$ cat config.mk
export PLATFORM = sky130hd
export DESIGN_NAME = rmt_ctrl
export DESIGN_NICKNAME = d
export VERILOG_FILES = /design/src/hw/rtl/rmt_pkg.sv /design/src/hw/rtl/rmt_ctrl.sv
export SDC_FILE = /design/constraint.sdc
export NUM_CORES = 1
export LEC_CHECK = 0
export BUFFER_PORTS_ARGS = -buffer_cell sky130_fd_sc_hd__buf_2
export CAP_MARGIN = 20
export CORE_AREA = 2 2 39 41
export CTS_BUF_LIST = sky130_fd_sc_hd__clkbuf_4 sky130_fd_sc_hd__clkbuf_8
export CTS_CLUSTER_SIZE = 14
export DETAILED_ROUTE_END_ITERATION = 6
export DIE_AREA = 0 0 41 43
export PLACE_DENSITY = 0.5
export SLEW_MARGIN = 20
export SYNTH_ARGS = -nofsm -noshare
export SYNTH_HDL_FRONTEND = slang
export SYNTH_SLANG_ARGS = --single-unit
$ cat constraint.sdc
create_clock -name i_clk -period 1.7 [get_ports i_clk]
set_input_delay 0.34 -clock i_clk [delete_from_list [all_inputs] [get_ports i_clk]]
set_output_delay 0.34 -clock i_clk [all_outputs]
set_load 0.03 [all_outputs]
$ cat src/hw/rtl/rmt_pkg.sv
// ============================================================================
// rmt_pkg
// Shared types and constants for the range minimum tree: field widths,
// controller states and the command/status groups between control and data.
// ============================================================================
package rmt_pkg;

    localparam int CAPACITY_DEF    = 1024;
    localparam int VALUE_WIDTH_DEF = 32;

    localparam int POS_W  = 10;
    localparam int REND_W = 11;
    localparam int VAL_W  = 32;
    localparam int MIN_W  = 32;

    // s_axis_tdata layout, lowest bit up
    localparam int IN_DATA_W  = 56;
    localparam int POS_LSB    = 0;
    localparam int REND_LSB   = POS_LSB + POS_W;
    localparam int VAL_LSB    = REND_LSB + REND_W;

    localparam logic CMD_WRITE = 1'b0;
    localparam logic CMD_QUERY = 1'b1;

    typedef enum logic [2:0] {
        S_CLEAR,
        S_IDLE,
        S_W_LEAF,
        S_W_READ,
        S_W_UP,
        S_Q_STEP,
        S_OUT
    } t_state;

    typedef struct packed {
        logic clear_step;
        logic load;
        logic w_leaf;
        logic w_read;
        logic w_up;
        logic q_step;
        logic out_load;
    } t_cmd;

    typedef struct packed {
        logic clear_last;
        logic in_query;
        logic in_write_ok;
        logic at_root;
        logic range_done;
        logic out_free;
    } t_status;

endpackage

$ cat src/hw/rtl/rmt_ctrl.sv
// ============================================================================
// rmt_ctrl
// Controller: sequences the clearing pass, leaf writes with the walk up to
// the root, range queries level by level, and the result hand-off.
// ============================================================================
module rmt_ctrl (
    input  logic             i_clk,
    input  logic             i_rst_n,
    input  logic             i_in_valid,
    input  rmt_pkg::t_status i_status,
    output rmt_pkg::t_cmd    o_cmd,
    output logic             o_in_ready
);

    import rmt_pkg::*;

    t_state r_state;
    t_state n_state;

    always_ff @(posedge i_clk) begin
        if (!i_rst_n) begin
            r_state <= S_CLEAR;
        end else begin
            r_state <= n_state;
        end
    end

    always_comb begin
        n_state = r_state;
        unique case (r_state)
            S_CLEAR: begin
                if (i_status.clear_last) n_state = S_IDLE;
            end
            S_IDLE: begin
                if (i_in_valid) begin
                    if (i_status.in_query) begin
                        n_state = S_Q_STEP;
                    end else if (i_status.in_write_ok) begin
                        n_state = S_W_LEAF;
                    end
                end
            end
            S_W_LEAF: n_state = S_W_READ;
            S_W_READ: begin
                n_state = i_status.at_root ? S_IDLE : S_W_UP;
            end
            S_W_UP:   n_state = S_W_READ;
            S_Q_STEP: begin
                if (i_status.range_done) n_state = S_OUT;
            end
            S_OUT: begin
                if (i_status.out_free) n_state = S_IDLE;
            end
            default:  n_state = S_IDLE;
        endcase
    end

    always_comb begin
        o_cmd      = '0;
        o_in_ready = 1'b0;
        unique case (r_state)
            S_CLEAR:  o_cmd.clear_step = 1'b1;
            S_IDLE: begin
                o_in_ready = 1'b1;
                o_cmd.load = i_in_valid;
            end
            S_W_LEAF: o_cmd.w_leaf = 1'b1;
            S_W_READ: o_cmd.w_read = 1'b1;
            S_W_UP:   o_cmd.w_up   = 1'b1;
            S_Q_STEP: o_cmd.q_step = 1'b1;
            S_OUT:    o_cmd.out_load = i_status.out_free;
            default:  o_cmd = '0;
        endcase
    end

endmodule

======== Yosys cells after proc, flatten, opt, wreduce, memory -nomap -nowiden ========
Cells that the tools add are included.
storage, ports and cells
  flip-flop bits (word level) ............. 3
  input bits .............................. 9
  output and inout port bits .............. 8
  logic and storage cells ................. 31
cells by class
  equality and inequality tests ........... 11
  muxes and demuxes ....................... 16
  reduce and logical (&&, ||, !) cells .... 3
operators by type and width
  kind                number
  $mux 3              7
  $pmux 3 s6          1
  $eq 3x3->1 const B  3
  $mux 1              8
  $ne 2x2->1 const B  4
  $eq 3x2->1 const B  2
  $reduce_and 5->1    1
  $eq 3x1->1 const B  1
  $logic_not 3->1     1
  $ne 3x3->1 const B  1
  $reduce_or 2->1     1

======== Logic depth before layout (Yosys ltp) ========
  depth after elaboration ................. 4
  depth in mapped cells ................... 5
  mapped depth without buffers ............ 4

======== Worst setup path before layout ========
OpenSTA, ideal clock, no wires.
  kind .................................... register -> output
  start ................................... reg r_state[0]
  end ..................................... out o_cmd[5] (netlist bit)
  arrival ................................. 1650 ps
  slack ................................... -290 ps
  stages on the path, launching flop included .. 5
  path buffers ............................ 1
  path through ............................ dfxtp_1 buf_4 inv_1 nor3_1 and2_1
RTL lines
  item                      line            RTL
  start: declaration        rmt_ctrl.sv:17  t_state r_state;
  start signal: assignment  rmt_ctrl.sv:24  r_state <= n_state;
  end: declaration          rmt_ctrl.sv:11  output rmt_pkg::t_cmd o_cmd,

==> run_results.csv <==
group,metric,value,unit
synthesis,netlist.area_leader.share,20.3,%
setup_path,crit_slowest_cell,"dfxtp_2",
final_layout,design_area,443,sq um
final_layout,drive_gt1_share,42.9,%
clock_tree,clock-sinks,3,
setup_path,cp_num_cells,4,
placed_design,placedCellCount,75,
setup_path,critPathKind,"reg -> out",
sta,clock.fmax,621,MHz
setup_path,cp.arrival,1270,ps
pwr,power.density,755,nW/um^2
sta,maxSlewViolCount,0,
synthesis,yosysWarningCount,0,
synthesis,seq_area_frac_synth,20.3,%
grt,antenna_found_initial,0,
final_layout,largest_reg_flops,3,
clock_tree,cts_root_buf,"clkbuf_4",
setup_path,timing.rr.end,"r_state[0]",
placed_design,dp_hpwl,685,microns
placed_design,gp_congestion,0.762,
drt,vias_per_cell,4.81,
worst_hold_path,min_from,"i_rst_n",
sta,finalCriticalPeriod,1610,ps
final_layout,antenna-diode-count,0,
synthesis,syn-num-nets,52,
setup_path,path_cells,"buf_4, nand2b_1, nor2_1, buf_2",
setup_path,cp-start-kind,"flop",
setup_path,cpPeakStageDelay,350,ps
placed_design,port-buffer-count,16,
setup_path,worst_setup_path_end_kind,"primary output",
sta,min_period_over_period,94.7,%
drt,num_vias,380,
final_layout,fin_nets,73,
synthesis,synth_area,297,sq um
drt,drtAntennaViolNets,0,
floorplanning,start_util,21.4,%
outcome,outcome,"finished clean",
sta,fin_skew,1.72,ps
final_layout,top_regs,"r_state (3)",
clock_tree,cts_tree,"yes",
worst_hold_path,min_path_type,"in -> reg",
final_layout,mostFrequentLayoutCells,"buf_2 (15), a21oi_1 (5), nor2_1 (4), clkbuf_4 (4), buf_4 (4)",
floorplanning,io_pins,17,
floorplanning,dieArea,1760,sq um
floorplanning,die_w,41,microns
synthesis,ys_top_cells_by_area,"dfxtp_1 (20%), a21oi_1 (8.4%), nor3_1 (6.8%)",
synthesis,ys_ff_latch,3,
worst_hold_path,holdPathStages,3,
clock_tree,cts_buffer_depth,2,
floorplanning,die_y,43,microns
setup_path,crit_family,"buffers and inverters",
grt,first_global_vias,362,
grt,track_usage,11.5,%
grt,grt_pass1_wl,1370,microns
pwr,ir_drop,0.000264,V
floorplanning,fp.coreArea,1380,sq um
setup_path,worstSetupStartpoint,"r_state[2]",
clock_tree,clock_latency,230,ps
setup_path,path_buf_inv,2,
flow_run,cap_violations,0,
setup_path,r2r-start,"r_state[1]",
final_layout,final_common_cell,"buf_2",
grt,grt-ovfl-total,0,
setup_path,crit_end,"o_cmd[3]",
clock_tree,numCtsBuffers,3,
setup_path,rr_worst_depth,4,
drt,drtIter0Drc,4,
sta,slew-limit-headroom,85.0,%
sta,finalSetupViolations,0,
synthesis,synth_cell_types,24,
synthesis,avgSynthCellArea,6.90,sq um
clock_tree,htreeDepth,1,
drt,wl,848,microns
setup_path,crit_fanout,7,
setup_path,reg2reg_slack,230,ps
final_layout,syn2layout_area_growth,49.4,%
placed_design,postPlaceCellArea,407,sq um
drt,wl_per_cell,10.7,microns
sta,hold_viol,0,
sta,tightest_slew,224,ps
synthesis,synth_top_area_cell,"dfxtp_1",
final_layout,top_register,"r_state",
grt,grt_max_degree,11,
floorplanning,rows,14,
clock_tree,clkTransAtPathRegs,40,ps
final_layout,instances_no_fill,79,
synthesis,netlist_instances,43,
drt,drc,0,
clock_tree,postCtsHoldBufs,0,
drt,dr.pass1.iters,2,
setup_path,cp.required,1360,ps
pwr,p_leak,0.000198,uW
## where the power goes
| part | switching, uW | internal [uW] | total, uW |
|---|---|---|---|
| sequential | 5.31 | 75.4 | 80.7 |
| clock | 39.2 | 104 | 143 |
| combinational | 65.3 | 45.2 | 111 |
## kinds of logic after synthesis
family	synth area share (%)
buf+inv	10.5
flops	20.3
compound gates	32.1
simple gates	37.1
## worst min path at each step
stage	endpoint	slack, ps
floorplan	r_state[1]	480
global placement	r_state[2]	640
detailed placement	r_state[2]	630
CTS	r_state[2]	390
global route	r_state[1]	410
finish	r_state[2]	390
## through the flow
step | utilization (%) | TNS [ps] | power [uW] | worst slack [ps] | hold slack [ps]
floorplan | - | 0 | 159 | 60.9 | 478
global placement | 29.4 | 0 | 192 | 220 | 644
detailed placement | 29.4 | 0 | 191 | 224 | 631
CTS | 31.8 | 0 | 338 | 62.8 | 389
global route | 32.0 | -0.557 | 361 | -0.557 | 411
finish | 32.0 | 0 | 334 | 90.7 | 393
## synth_stat cells, drive strengths merged
master,count
a21oi,6
nor2,5
nor3,4
buf,3
dfxtp,3
inv,2
nand2,2
nand2b,2
nand3,2
o21ai,2
or2b,2
a221o,1
and2,1
and3,1
nand3b,1
nor2b,1
o211ai,1
o21a,1
o22ai,1
o2bb2ai,1
o41a,1
## final cells by class
cell class / count / area (sq um)
clock buffers: 4 / 30.0
fillers: 155 / 941
inverters: 2 / 7.51
multi-input cells: 35 / 219
flip-flops and latches: 3 / 61.3
well taps: 16 / 20.0
repair buffers: 19 / 105
## worst reg2reg max path: cells and delay by family (launching register included)
family           cells  cell delay, ps
AND/OR/NAND/NOR      1             180
flip-flops           1             400
AO/OA/AOI/OAI        3             780
## metal layers
metal	part of all wire [%]	routed length, microns	GRT usage (%)	up-vias
met4	2.1	18	8.00	0
met2	49	418	18.8	13
met3	5.7	48	1.57	2
met1	43	363	12.8	171
met5	0	0	0	-
li1	-	-	-	194
## what timing repair did
item / in CTS / in global routing
gates cloned: 0 / 0
buffers inserted: 0 / 0
gates resized for setup: 2 / 1
setup endpoints to repair: 2 / 1
No activity file was read; power rests on OpenSTA's default activity.
